File: src/rtl/deadline_sorted_timer_queue_macros.svh
// assertion macros for the sorted timer queue
// no dependencies; included by modules that check their own logic
`ifndef DEADLINE_SORTED_TIMER_QUEUE_MACROS_SVH
`define DEADLINE_SORTED_TIMER_QUEUE_MACROS_SVH
`ifndef NO_ASSERTIONS
`define TSQ_ASSERT_IMP(label, clk, rst_n, ante, cons) \
    label: assert property (@(posedge clk) disable iff (!(rst_n)) (ante) |-> (cons)) \
        else $error("tsq assertion failed");
`define TSQ_ASSERT_NXT(label, clk, rst_n, ante, cons) \
    label: assert property (@(posedge clk) disable iff (!(rst_n)) (ante) |=> (cons)) \
        else $error("tsq assertion failed");
`else
`define TSQ_ASSERT_IMP(label, clk, rst_n, ante, cons)
`define TSQ_ASSERT_NXT(label, clk, rst_n, ante, cons)
`endif
`endif

File: src/rtl/tsq_pkg.sv
// shared types and constants for the sorted timer queue
// no dependencies
package tsq_pkg;
    localparam int NUM_TIMERS_DEF = 16;
    localparam int TIME_WIDTH_DEF = 48;
    localparam int MAX_RESULTS    = 16;
    localparam int STEP_W         = 20;
    localparam int TIMEOUT_W      = 31;
    localparam int ID_W           = 4;
    localparam int TAG_W          = 32;

    typedef enum logic [1:0] {
        REQ_ADD  = 2'd0,
        REQ_RM   = 2'd1,
        REQ_TICK = 2'd2
    } t_req;

    typedef enum logic [1:0] {
        KIND_ADD = 2'd0,
        KIND_RM  = 2'd1,
        KIND_EXP = 2'd2
    } t_kind;

    typedef enum logic [3:0] {
        S_IDLE,
        S_ADD_RD,
        S_ADD_DL,
        S_ADD_CMP,
        S_ADD_FIN,
        S_RM_RD,
        S_RM_CHK,
        S_TK_RD,
        S_TK_DL,
        S_TK_CMP,
        S_TK_END,
        S_SH_RD,
        S_SH_WR,
        S_RESP
    } t_state;

    typedef struct packed {
        logic set;
        logic clr;
    } t_act_cmd;
endpackage

File: src/rtl/tsq_ifs.sv
// request, response and configuration channels of the sorted timer queue
// no dependencies
interface tsq_req_if;
    logic        valid;
    logic        ready;
    logic [1:0]  req_type;
    logic [30:0] timeout_value;
    logic [3:0]  slot_id;
    logic [31:0] user_tag;
    modport source(output valid, req_type, timeout_value, slot_id, user_tag, input ready);
    modport sink(input valid, req_type, timeout_value, slot_id, user_tag, output ready);
endinterface

interface tsq_resp_if;
    logic        valid;
    logic        ready;
    logic [1:0]  resp_kind;
    logic        ok;
    logic [3:0]  slot_out;
    logic [31:0] tag_out;
    logic        last;
    modport source(output valid, resp_kind, ok, slot_out, tag_out, last, input ready);
    modport sink(input valid, resp_kind, ok, slot_out, tag_out, last, output ready);
endinterface

interface tsq_cfg_if;
    logic        valid;
    logic        ready;
    logic [19:0] us_per_tick;
    modport source(output valid, us_per_tick, input ready);
    modport sink(input valid, us_per_tick, output ready);
endinterface

File: src/rtl/deadline_sorted_timer_queue.sv
// Sorted timer queue. Pending timers sit in a deadline-sorted order memory
// (slot numbers, head first) beside an entry memory of deadline and tag per slot;
// both are single-port-per-access memories with a registered read, and every accepted
// add, remove and tick walks the order memory one position at a time. An add inserts
// behind every queued timer with an earlier or equal deadline; a remove walks the
// whole queue; a rejected add or remove goes straight to its response. A tick takes
// expired timers from the head until it finds the first timer not yet due, the queue
// runs out or sixteen have expired, and when any expired it closes up the order memory
// before the next request is taken; expiries wait while the consumer stalls. Reset
// needs no clearing pass. Deadlines saturate at the top of the time range.
`include "deadline_sorted_timer_queue_macros.svh"
module deadline_sorted_timer_queue #(
    parameter int NUM_TIMERS = tsq_pkg::NUM_TIMERS_DEF,
    parameter int TIME_WIDTH = tsq_pkg::TIME_WIDTH_DEF
) (
    input  logic       i_clk,
    input  logic       i_rst_n,
    tsq_cfg_if.sink    i_cfg,
    tsq_req_if.sink    i_req,
    tsq_resp_if.source o_resp
);
    import tsq_pkg::*;
    localparam int SW = $clog2(NUM_TIMERS);
    localparam int CW = $clog2(NUM_TIMERS + 1);
    localparam int TW = TIME_WIDTH;
    localparam int EW = TW + TAG_W;

    logic [SW-1:0] ord_mem [NUM_TIMERS];
    logic [EW-1:0] ent_mem [NUM_TIMERS];

    t_state          r_state, n_state;
    logic [TW-1:0]   r_now, n_now;
    logic [STEP_W-1:0] r_step;
    logic [CW-1:0]   r_cnt, n_cnt;
    logic [CW-1:0]   r_idx, n_idx;
    logic [CW-1:0]   r_k, n_k;
    logic [TW-1:0]   r_dl, n_dl;
    logic [SW-1:0]   r_slot, n_slot;
    logic [ID_W-1:0] r_rid, n_rid;
    logic [TAG_W-1:0] r_tag, n_tag;
    t_kind           r_kind, n_kind;
    logic            r_ok, n_ok;
    logic            r_found, n_found;
    logic            r_pend, n_pend;
    logic [SW-1:0]   r_pslot, n_pslot;
    logic [TAG_W-1:0] r_ptag, n_ptag;

    logic            r_out_valid;
    t_kind           r_out_kind;
    logic            r_out_ok;
    logic [ID_W-1:0] r_out_slot;
    logic [TAG_W-1:0] r_out_tag;
    logic            r_out_last;

    logic            ld_out;
    t_kind           ld_kind;
    logic            ld_ok;
    logic [ID_W-1:0] ld_slot;
    logic [TAG_W-1:0] ld_tag;
    logic            ld_last;

    logic [SW-1:0] r_ord_q;
    logic [EW-1:0] r_ent_q;
    logic          ord_re, ord_we, ent_re, ent_we;
    logic [SW-1:0] ord_ra, ord_wa, ord_wd, ent_ra;

    t_act_cmd      act_cmd;
    logic [SW-1:0] act_idx;
    logic          act_hit, any_free;
    logic [SW-1:0] free_idx;

    logic          req_acc, out_free, id_ok, due;
    logic [TW:0]   add_sum, tick_sum;
    logic [TW-1:0] ent_dl;
    logic [CW:0]   sh_src, rm_next;

    tsq_active_set #(.NUM_TIMERS(NUM_TIMERS)) u_act (
        .i_clk      (i_clk),
        .i_rst_n    (i_rst_n),
        .i_cmd      (act_cmd),
        .i_idx      (act_idx),
        .o_hit      (act_hit),
        .o_any_free (any_free),
        .o_free_idx (free_idx)
    );

    assign i_cfg.ready = 1'b1;
    assign i_req.ready = (r_state == S_IDLE);
    assign req_acc     = i_req.valid && i_req.ready;
    assign out_free    = !r_out_valid || o_resp.ready;

    assign add_sum  = {1'b0, r_now} + (TW + 1)'(i_req.timeout_value);
    assign tick_sum = {1'b0, r_now} + (TW + 1)'(r_step);
    assign ent_dl   = r_ent_q[EW-1:TAG_W];
    assign due      = (ent_dl <= r_now);
    assign sh_src   = {1'b0, r_idx} + {1'b0, r_k};
    assign rm_next  = {1'b0, r_idx} + (CW + 1)'(1);
    assign id_ok    = ({{(32 - ID_W){1'b0}}, i_req.slot_id} < 32'(NUM_TIMERS));

    always_ff @(posedge i_clk) begin
        if (ord_we) begin
            ord_mem[ord_wa] <= ord_wd;
        end
        if (ord_re) begin
            r_ord_q <= ord_mem[ord_ra];
        end
        if (ent_we) begin
            ent_mem[r_slot] <= {r_dl, r_tag};
        end
        if (ent_re) begin
            r_ent_q <= ent_mem[ent_ra];
        end
    end

    always_ff @(posedge i_clk) begin
        if (!i_rst_n) begin
            r_state     <= S_IDLE;
            r_now       <= '0;
            r_step      <= STEP_W'(1);
            r_cnt       <= '0;
            r_pend      <= 1'b0;
            r_out_valid <= 1'b0;
        end else begin
            r_state <= n_state;
            r_now   <= n_now;
            r_cnt   <= n_cnt;
            r_pend  <= n_pend;
            if (i_cfg.valid && i_cfg.ready) begin
                r_step <= i_cfg.us_per_tick;
            end
            if (ld_out) begin
                r_out_valid <= 1'b1;
            end else if (o_resp.ready) begin
                r_out_valid <= 1'b0;
            end
        end
    end

    always_ff @(posedge i_clk) begin
        r_idx   <= n_idx;
        r_k     <= n_k;
        r_dl    <= n_dl;
        r_slot  <= n_slot;
        r_rid   <= n_rid;
        r_tag   <= n_tag;
        r_kind  <= n_kind;
        r_ok    <= n_ok;
        r_found <= n_found;
        r_pslot <= n_pslot;
        r_ptag  <= n_ptag;
        if (ld_out) begin
            r_out_kind <= ld_kind;
            r_out_ok   <= ld_ok;
            r_out_slot <= ld_slot;
            r_out_tag  <= ld_tag;
            r_out_last <= ld_last;
        end
    end

    always_comb begin
        n_state = r_state;
        n_now   = r_now;
        n_cnt   = r_cnt;
        n_idx   = r_idx;
        n_k     = r_k;
        n_dl    = r_dl;
        n_slot  = r_slot;
        n_rid   = r_rid;
        n_tag   = r_tag;
        n_kind  = r_kind;
        n_ok    = r_ok;
        n_found = r_found;
        n_pend  = r_pend;
        n_pslot = r_pslot;
        n_ptag  = r_ptag;
        ld_out  = 1'b0;
        ld_kind = KIND_EXP;
        ld_ok   = 1'b1;
        ld_slot = ID_W'(r_pslot);
        ld_tag  = r_ptag;
        ld_last = 1'b0;
        ord_re  = 1'b0;
        ord_ra  = '0;
        ord_we  = 1'b0;
        ord_wa  = r_idx[SW-1:0];
        ord_wd  = r_ord_q;
        ent_re  = 1'b0;
        ent_ra  = r_ord_q;
        ent_we  = 1'b0;
        act_cmd = '0;
        act_idx = r_slot;

        unique case (r_state)
            S_IDLE: begin
                act_idx = SW'(i_req.slot_id);
                if (req_acc) begin
                    case (i_req.req_type)
                        REQ_ADD: begin
                            n_kind = KIND_ADD;
                            n_rid  = '0;
                            if (!any_free) begin
                                n_ok    = 1'b0;
                                n_state = S_RESP;
                            end else begin
                                n_ok    = 1'b1;
                                n_slot  = free_idx;
                                n_rid   = ID_W'(free_idx);
                                n_dl    = add_sum[TW] ? '1 : add_sum[TW-1:0];
                                n_tag   = i_req.user_tag;
                                n_idx   = r_cnt;
                                n_state = S_ADD_RD;
                            end
                        end
                        REQ_RM: begin
                            n_kind  = KIND_RM;
                            n_rid   = i_req.slot_id;
                            n_slot  = SW'(i_req.slot_id);
                            n_idx   = '0;
                            n_found = 1'b0;
                            if (!id_ok || !act_hit) begin
                                n_ok    = 1'b0;
                                n_state = S_RESP;
                            end else begin
                                n_ok    = 1'b1;
                                n_state = S_RM_RD;
                            end
                        end
                        REQ_TICK: begin
                            n_now   = tick_sum[TW] ? '1 : tick_sum[TW-1:0];
                            n_k     = '0;
                            n_pend  = 1'b0;
                            n_state = S_TK_RD;
                        end
                        default: begin
                            n_state = S_IDLE;
                        end
                    endcase
                end
            end
            S_ADD_RD: begin
                if (r_idx == '0) begin
                    ord_we  = 1'b1;
                    ord_wd  = r_slot;
                    n_state = S_ADD_FIN;
                end else begin
                    ord_re  = 1'b1;
                    ord_ra  = SW'(r_idx - CW'(1));
                    n_state = S_ADD_DL;
                end
            end
            S_ADD_DL: begin
                ent_re  = 1'b1;
                n_state = S_ADD_CMP;
            end
            S_ADD_CMP: begin
                ord_we = 1'b1;
                if (ent_dl > r_dl) begin
                    n_idx   = r_idx - CW'(1);
                    n_state = S_ADD_RD;
                end else begin
                    ord_wd  = r_slot;
                    n_state = S_ADD_FIN;
                end
            end
            S_ADD_FIN: begin
                ent_we      = 1'b1;
                act_cmd.set = 1'b1;
                n_cnt       = r_cnt + CW'(1);
                n_state     = S_RESP;
            end
            S_RM_RD: begin
                ord_re  = 1'b1;
                ord_ra  = r_idx[SW-1:0];
                n_state = S_RM_CHK;
            end
            S_RM_CHK: begin
                ord_wa  = SW'(r_idx - CW'(1));
                ord_we  = r_found;
                n_found = r_found || (r_ord_q == r_slot);
                n_idx   = r_idx + CW'(1);
                if (rm_next == {1'b0, r_cnt}) begin
                    act_cmd.clr = 1'b1;
                    n_cnt       = r_cnt - CW'(1);
                    n_state     = S_RESP;
                end else begin
                    n_state = S_RM_RD;
                end
            end
            S_TK_RD: begin
                if (r_k == r_cnt ||
                    {{(32 - CW){1'b0}}, r_k} >= 32'(MAX_RESULTS)) begin
                    n_state = S_TK_END;
                end else begin
                    ord_re  = 1'b1;
                    ord_ra  = r_k[SW-1:0];
                    n_state = S_TK_DL;
                end
            end
            S_TK_DL: begin
                ent_re  = 1'b1;
                n_state = S_TK_CMP;
            end
            S_TK_CMP: begin
                act_idx = r_ord_q;
                if (!due) begin
                    n_state = S_TK_END;
                end else if (!r_pend || out_free) begin
                    ld_out      = r_pend;
                    act_cmd.clr = 1'b1;
                    n_pend      = 1'b1;
                    n_pslot     = r_ord_q;
                    n_ptag      = r_ent_q[TAG_W-1:0];
                    n_k         = r_k + CW'(1);
                    n_state     = S_TK_RD;
                end
            end
            S_TK_END: begin
                if (!r_pend) begin
                    n_state = S_IDLE;
                end else if (out_free) begin
                    ld_out  = 1'b1;
                    ld_last = 1'b1;
                    n_pend  = 1'b0;
                    n_idx   = '0;
                    n_state = S_SH_RD;
                end
            end
            S_SH_RD: begin
                if (sh_src >= {1'b0, r_cnt}) begin
                    n_cnt   = r_cnt - r_k;
                    n_state = S_IDLE;
                end else begin
                    ord_re  = 1'b1;
                    ord_ra  = sh_src[SW-1:0];
                    n_state = S_SH_WR;
                end
            end
            S_SH_WR: begin
                ord_we  = 1'b1;
                n_idx   = r_idx + CW'(1);
                n_state = S_SH_RD;
            end
            S_RESP: begin
                if (out_free) begin
                    ld_out  = 1'b1;
                    ld_kind = r_kind;
                    ld_ok   = r_ok;
                    ld_slot = r_ok || (r_kind == KIND_RM) ? r_rid : '0;
                    ld_tag  = '0;
                    ld_last = 1'b1;
                    n_state = S_IDLE;
                end
            end
            default: begin
                n_state = S_IDLE;
            end
        endcase
    end

    assign o_resp.valid     = r_out_valid;
    assign o_resp.resp_kind = r_out_kind;
    assign o_resp.ok        = r_out_ok;
    assign o_resp.slot_out  = r_out_slot;
    assign o_resp.tag_out   = r_out_tag;
    assign o_resp.last      = r_out_last;

    `TSQ_ASSERT_IMP(a_cnt_bound, i_clk, i_rst_n, 1'b1, {1'b0, r_cnt} <= (CW + 1)'(NUM_TIMERS))
    `TSQ_ASSERT_IMP(a_exp_ok, i_clk, i_rst_n, r_out_valid && r_out_kind == KIND_EXP, r_out_ok)
    `TSQ_ASSERT_NXT(a_tick_walk, i_clk, i_rst_n, req_acc && i_req.req_type == REQ_TICK, r_state == S_TK_RD)
endmodule

File: src/rtl/tsq_active_set.sv
// per-slot active flags with lowest-free-slot search
// depends on tsq_pkg
module tsq_active_set #(
    parameter int NUM_TIMERS = 16
) (
    input  logic                          i_clk,
    input  logic                          i_rst_n,
    input  tsq_pkg::t_act_cmd             i_cmd,
    input  logic [$clog2(NUM_TIMERS)-1:0] i_idx,
    output logic                          o_hit,
    output logic                          o_any_free,
    output logic [$clog2(NUM_TIMERS)-1:0] o_free_idx
);
    import tsq_pkg::*;
    localparam int SW = $clog2(NUM_TIMERS);

    logic [NUM_TIMERS-1:0] r_act;

    always_ff @(posedge i_clk) begin
        if (!i_rst_n) begin
            r_act <= '0;
        end else if (i_cmd.set) begin
            r_act[i_idx] <= 1'b1;
        end else if (i_cmd.clr) begin
            r_act[i_idx] <= 1'b0;
        end
    end

    always_comb begin
        o_any_free = 1'b0;
        o_free_idx = '0;
        for (int i = NUM_TIMERS - 1; i >= 0; i--) begin
            if (!r_act[i]) begin
                o_any_free = 1'b1;
                o_free_idx = SW'(i);
            end
        end
    end

    assign o_hit = r_act[i_idx];
endmodule
File: src/flat_wrapper.sv
// flat-port wrapper written by rule: the top's interface ports become plain ports
module deadline_sorted_timer_queue_flat import tsq_pkg::*;
#(
    parameter int NUM_TIMERS = tsq_pkg::NUM_TIMERS_DEF,
    parameter int TIME_WIDTH = tsq_pkg::TIME_WIDTH_DEF
)
  (i_clk, i_rst_n, i_cfg_valid, i_cfg_us_per_tick, i_cfg_ready, i_req_valid, i_req_req_type, i_req_timeout_value, i_req_slot_id, i_req_user_tag, i_req_ready, o_resp_valid, o_resp_resp_kind, o_resp_ok, o_resp_slot_out, o_resp_tag_out, o_resp_last, o_resp_ready);
  tsq_cfg_if i_cfg_i ();
  tsq_req_if i_req_i ();
  tsq_resp_if o_resp_i ();
  input  logic i_clk;
  input  logic i_rst_n;
  input wire logic [$bits(i_cfg_i.valid)-1:0] i_cfg_valid;
  input wire logic [$bits(i_cfg_i.us_per_tick)-1:0] i_cfg_us_per_tick;
  output wire logic [$bits(i_cfg_i.ready)-1:0] i_cfg_ready;
  input wire logic [$bits(i_req_i.valid)-1:0] i_req_valid;
  input wire logic [$bits(i_req_i.req_type)-1:0] i_req_req_type;
  input wire logic [$bits(i_req_i.timeout_value)-1:0] i_req_timeout_value;
  input wire logic [$bits(i_req_i.slot_id)-1:0] i_req_slot_id;
  input wire logic [$bits(i_req_i.user_tag)-1:0] i_req_user_tag;
  output wire logic [$bits(i_req_i.ready)-1:0] i_req_ready;
  output wire logic [$bits(o_resp_i.valid)-1:0] o_resp_valid;
  output wire logic [$bits(o_resp_i.resp_kind)-1:0] o_resp_resp_kind;
  output wire logic [$bits(o_resp_i.ok)-1:0] o_resp_ok;
  output wire logic [$bits(o_resp_i.slot_out)-1:0] o_resp_slot_out;
  output wire logic [$bits(o_resp_i.tag_out)-1:0] o_resp_tag_out;
  output wire logic [$bits(o_resp_i.last)-1:0] o_resp_last;
  input wire logic [$bits(o_resp_i.ready)-1:0] o_resp_ready;
  assign i_cfg_i.valid = i_cfg_valid;
  assign i_cfg_i.us_per_tick = i_cfg_us_per_tick;
  assign i_cfg_ready = i_cfg_i.ready;
  assign i_req_i.valid = i_req_valid;
  assign i_req_i.req_type = i_req_req_type;
  assign i_req_i.timeout_value = i_req_timeout_value;
  assign i_req_i.slot_id = i_req_slot_id;
  assign i_req_i.user_tag = i_req_user_tag;
  assign i_req_ready = i_req_i.ready;
  assign o_resp_valid = o_resp_i.valid;
  assign o_resp_resp_kind = o_resp_i.resp_kind;
  assign o_resp_ok = o_resp_i.ok;
  assign o_resp_slot_out = o_resp_i.slot_out;
  assign o_resp_tag_out = o_resp_i.tag_out;
  assign o_resp_last = o_resp_i.last;
  assign o_resp_i.ready = o_resp_ready;
  deadline_sorted_timer_queue #(.NUM_TIMERS(NUM_TIMERS), .TIME_WIDTH(TIME_WIDTH)) u_core (.i_clk(i_clk), .i_rst_n(i_rst_n), .i_cfg(i_cfg_i), .i_req(i_req_i), .o_resp(o_resp_i));
endmodule
File: config.mk
export PLATFORM = sky130hd
export DESIGN_NAME = deadline_sorted_timer_queue_flat
export DESIGN_NICKNAME = d
export VERILOG_FILES = /design/src/rtl/tsq_pkg.sv /design/src/rtl/tsq_ifs.sv /design/src/rtl/deadline_sorted_timer_queue.sv /design/src/rtl/tsq_active_set.sv /design/src/flat_wrapper.sv
export VERILOG_INCLUDE_DIRS = /design/src /design/src/rtl
export SDC_FILE = /design/constraint.sdc
export NUM_CORES = 2
export LEC_CHECK = 0
export BUFFER_PORTS_ARGS = -buffer_cell sky130_fd_sc_hd__buf_2
export CORE_ASPECT_RATIO = 1.25
export CORE_MARGIN = 3
export CORE_UTILIZATION = 60
export CTS_BUF_LIST = sky130_fd_sc_hd__clkbuf_4 sky130_fd_sc_hd__clkbuf_8
export CTS_CLUSTER_DIAMETER = 200
export DETAILED_ROUTE_END_ITERATION = 7
export PLACE_DENSITY = 0.77
export SETUP_SLACK_MARGIN = 0.4
export SLEW_MARGIN = 15
export SYNTH_ARGS = -nofsm -noshare
export SYNTH_HDL_FRONTEND = slang
export SYNTH_SLANG_ARGS = --single-unit
File: constraint.sdc
create_clock -name i_clk -period 9.4 [get_ports i_clk]
set_input_delay 0.47 -clock i_clk [delete_from_list [all_inputs] [get_ports i_clk]]
set_output_delay 0.47 -clock i_clk [all_outputs]
set_load 0.05 [all_outputs]
==> impl_metrics.csv <==
group,metric,value,unit
clock_network,htree_levels,4,
worst_setup_path,cp_cell_sequence,"ha_1, nand4_1, nor4_1, nand4_1, a21boi_0, a2bb2oi_2, nand3_1, o311ai_4, buf_4",
placement,dp_hpwl,99.2,mm
grt,antenna_found_initial,3,
detailed_routing,first_pass_iters,7,
run,cap_violations,0,
timing,hold_viol_final,0,
worst_setup_path,crit_buf_inv,1,
yosys,syn-num-nets,4162,
timing,fin_crit,4.54,ns
floorplan,die_area,0.122,sq mm
timing,slew_headroom,0.279,
clock_network,cts-buffers-inserted,241,
detailed_routing,first_iter_violations,4323,
floorplan,initial_core_util,0.606,
detailed_routing,wl_met3,13.6,mm
yosys,synth-seq-cells,1700,
yosys,synth_ff_type,"edfxtp_1",
timing,fin_setup_tns,0,ns
detailed_routing,drt-met1-wl,64.1,mm
worst_setup_path,crit_family,"simple AND/OR/NAND/NOR gates",
yosys,synthesis.area,0.0707,sq mm
power,powerDensity,261,mW/mm^2
yosys,synth-seq-area-share,0.709,
worst_setup_path,cpPeakStageDelay,0.70,ns
power,p_leak,26.2,nW
yosys,syn_area_per_cell,18.2,sq um
final_layout,fin_cells,6001,
clock_network,cts_root_buffer,"clkbuf_8",
worst_setup_path,crit_path_max_fanout,32,
timing,clock_skew,0.0650,ns
grt,grt_first_pass_wirelength,254,mm
placement,portBuffers,135,
floorplan,rows,140,
yosys,postSynthCellCount,3890,
worst_setup_path,path_class,"reg -> reg",
floorplan,die_h,390,um
timing,slew_viol_final,0,
grt,grt_max_degree,120,
clock_network,clock_path_buffers,3,
final_layout,fin_nets,4510,
run_status,status,"complete, no violations",
yosys,synth-edff-count,1605,
yosys,async_flop_share,0,
timing,post-route-period-util,0.483,
clock_network,cts_tree,"done",
detailed_routing,vias,38700,
worst_setup_path,critical_path_arrival,5.09,ns
detailed_routing,dr_wl_met2,85.9,mm
final_layout,syn2layout_area_growth,11.5,%
clock_network,clock-sinks,1700,
placement,gp_congestion,0.934,
grt,grt_overflow,0,
detailed_routing,dr.max_layer_used,"met5",
power,irDropWorstVdd,0.000193,V
detailed_routing,routed_wl,171,mm
clock_network,clk_pin_slew,0.07,ns
detailed_routing,ant_nets,0,
timing,finalSetupViolCount,0,
clock_network,clk_latency,0.98,ns
timing,fmax,220,MHz
timing,tightestPinTransition,1.08,ns
grt,grt_usage,0.285,
yosys,synth_warnings,0,
timing,rsz0062_at_grt,"false",
floorplan,fp.dieW,313,um
grt,grt_pass1_vias,39600,
floorplan,core,0.117,sq mm
detailed_routing,drcViolationCount,0,
worst_setup_path,start_kind,"register",
yosys,synth_cell_type_count,99,
detailed_routing,wl_per_cell,28.4,um
worst_setup_path,cp.required,9.95,ns
final_layout,drive_above_1_share,0.244,
worst_hold_path,hold_class,"in -> reg",
clock_network,post_cts_resized,0,
detailed_routing,routed_via_density,6.44,
placement,dp.cells,5497,
floorplan,io_pins,137,
worst_setup_path,worst_path_max_delay_cell,"o311ai_4",
worst_setup_path,crit_path_frequent_cell,"nand4_1",
worst_setup_path,critPathCaptureType,"register",
layout by cell type (no fill, tap or decap), types with 60 or more instances in the layout:
cell	synthesis	routed
a21oi_1	154	154
buf_2	12	135
buf_4	5	68
clkbuf_8	0	241
clkinv_1	1	77
dfxtp_1	95	95
dlygate4sd3_1	0	60
edfxtp_1	1605	1605
ha_1	173	173
inv_1	141	140
mux4_2	400	400
nand2_1	150	150
nand3_1	64	64
nor2_1	137	123
o21ai_0	109	109
metal layers:
metal,track usage,up-vias
li1,-,16500
met1,0.377,19700
met2,0.468,2000
met3,0.0550,420
met4,0.120,2
met5,0,-
worst min-delay path, cell delays in order:
cell     delay (ns)
buf_2          0.29
mux2i_1        0.19
nor2_1         0.07
Yosys cell counts, drive strengths merged (43+ instances only):
cell type  count  share of area
a21o          45         0.0048
a21oi        154          0.011
and2          43         0.0038
buf           49         0.0032
clkbuf       113         0.0060
dfxtp         95          0.027
edfxtp      1605           0.68
ha           173          0.031
inv          144         0.0077
mux4         400           0.13
nand2        151         0.0081
nand3         64         0.0045
nor2         138         0.0074
nor3          53         0.0039
o21ai        115         0.0083
xnor2         54         0.0067
final timing paths:
| check | slack (ns) | from | end | depth (start not counted) |
|---|---|---|---|---|
| min reg2reg | 0.42 | u_core.r_ent_q[29]$_DFFE_PP_ | u_core.r_ptag[29]$_DFFE_PP_ | 0 |
| min | 0.10 | i_cfg_valid | u_core.r_step[5]$_SDFFE_PN0P_ | 3 |
| max reg2reg | 4.86 | u_core.r_ent_q[47]$_DFFE_PP_ | u_core.o_resp.tag_out[0]$_DFFE_PP_ | 9 |
| max | 4.86 | u_core.r_ent_q[47]$_DFFE_PP_ | u_core.o_resp.tag_out[0]$_DFFE_PP_ | 9 |
sequential cells by signal (all words and copies together) (netlist names), 20 cells and up, named ones only:
signal                 flops
u_core.r_ent_q            80
u_core.r_ptag             32
u_core.ent_mem          1280
u_core.o_resp.tag_out     32
u_core.r_dl               48
u_core.r_step             20
u_core.r_now              48
u_core.ord_mem            64
u_core.r_tag              32
repair_timing:
item / 4_1_cts / 5_1_grt
setup buffers: 0 / 0
hold buffers: 60 / 0
endpoints found under the hold margin: 61 / 0
kinds of logic (layout without fill, tap and decap cells):
family	count (synthesis)	in the layout	synth area share
flops	1700	1700	0.709
simple gates	619	619	0.0447
compound gates	541	541	0.0501
mux	468	468	0.138
buf+inv	307	854	0.0169
fa+ha+maj	178	178	0.0320
xor+xnor	76	76	0.00942
other cells	1	3	0.0000531
power breakdown:
group          switching, mW  total (mW)  internal [mW]
logic                   2.91        5.30           2.40
registers              0.427        9.48           9.06
clock network           2.80        5.80           3.00
area by class of cell:
type / count / area [sq um]
antenna: 2 / 5.00
clock buffer: 298 / 3740
clock inverter: 144 / 1070
fill: 7522 / 37900
inverter: 145 / 547
multi-input combinational: 1883 / 19500
sequential: 1700 / 50100
tap: 1562 / 1950
timing repair buffer: 267 / 1870
stage by stage:
stage | instance area (sq um) | hold slack [ns] | util | power [mW] | setup WS [ns]
6_report | 78800 | 0.102 | 0.676 | 20.6 | 4.86
5_1_grt | 78800 | 0.0730 | 0.676 | 21.4 | 4.70
4_1_cts | 78800 | 0.00489 | 0.675 | 20.7 | 4.94
3_5_place_dp | 73400 | 0.406 | 0.629 | 14.9 | 4.96
3_3_place_gp | 73400 | 0.404 | 0.629 | 14.8 | 4.89
2_1_floorplan | 70700 | 0.400 | - | 13.4 | 1.90
Power figures use the tool's default switching activity.
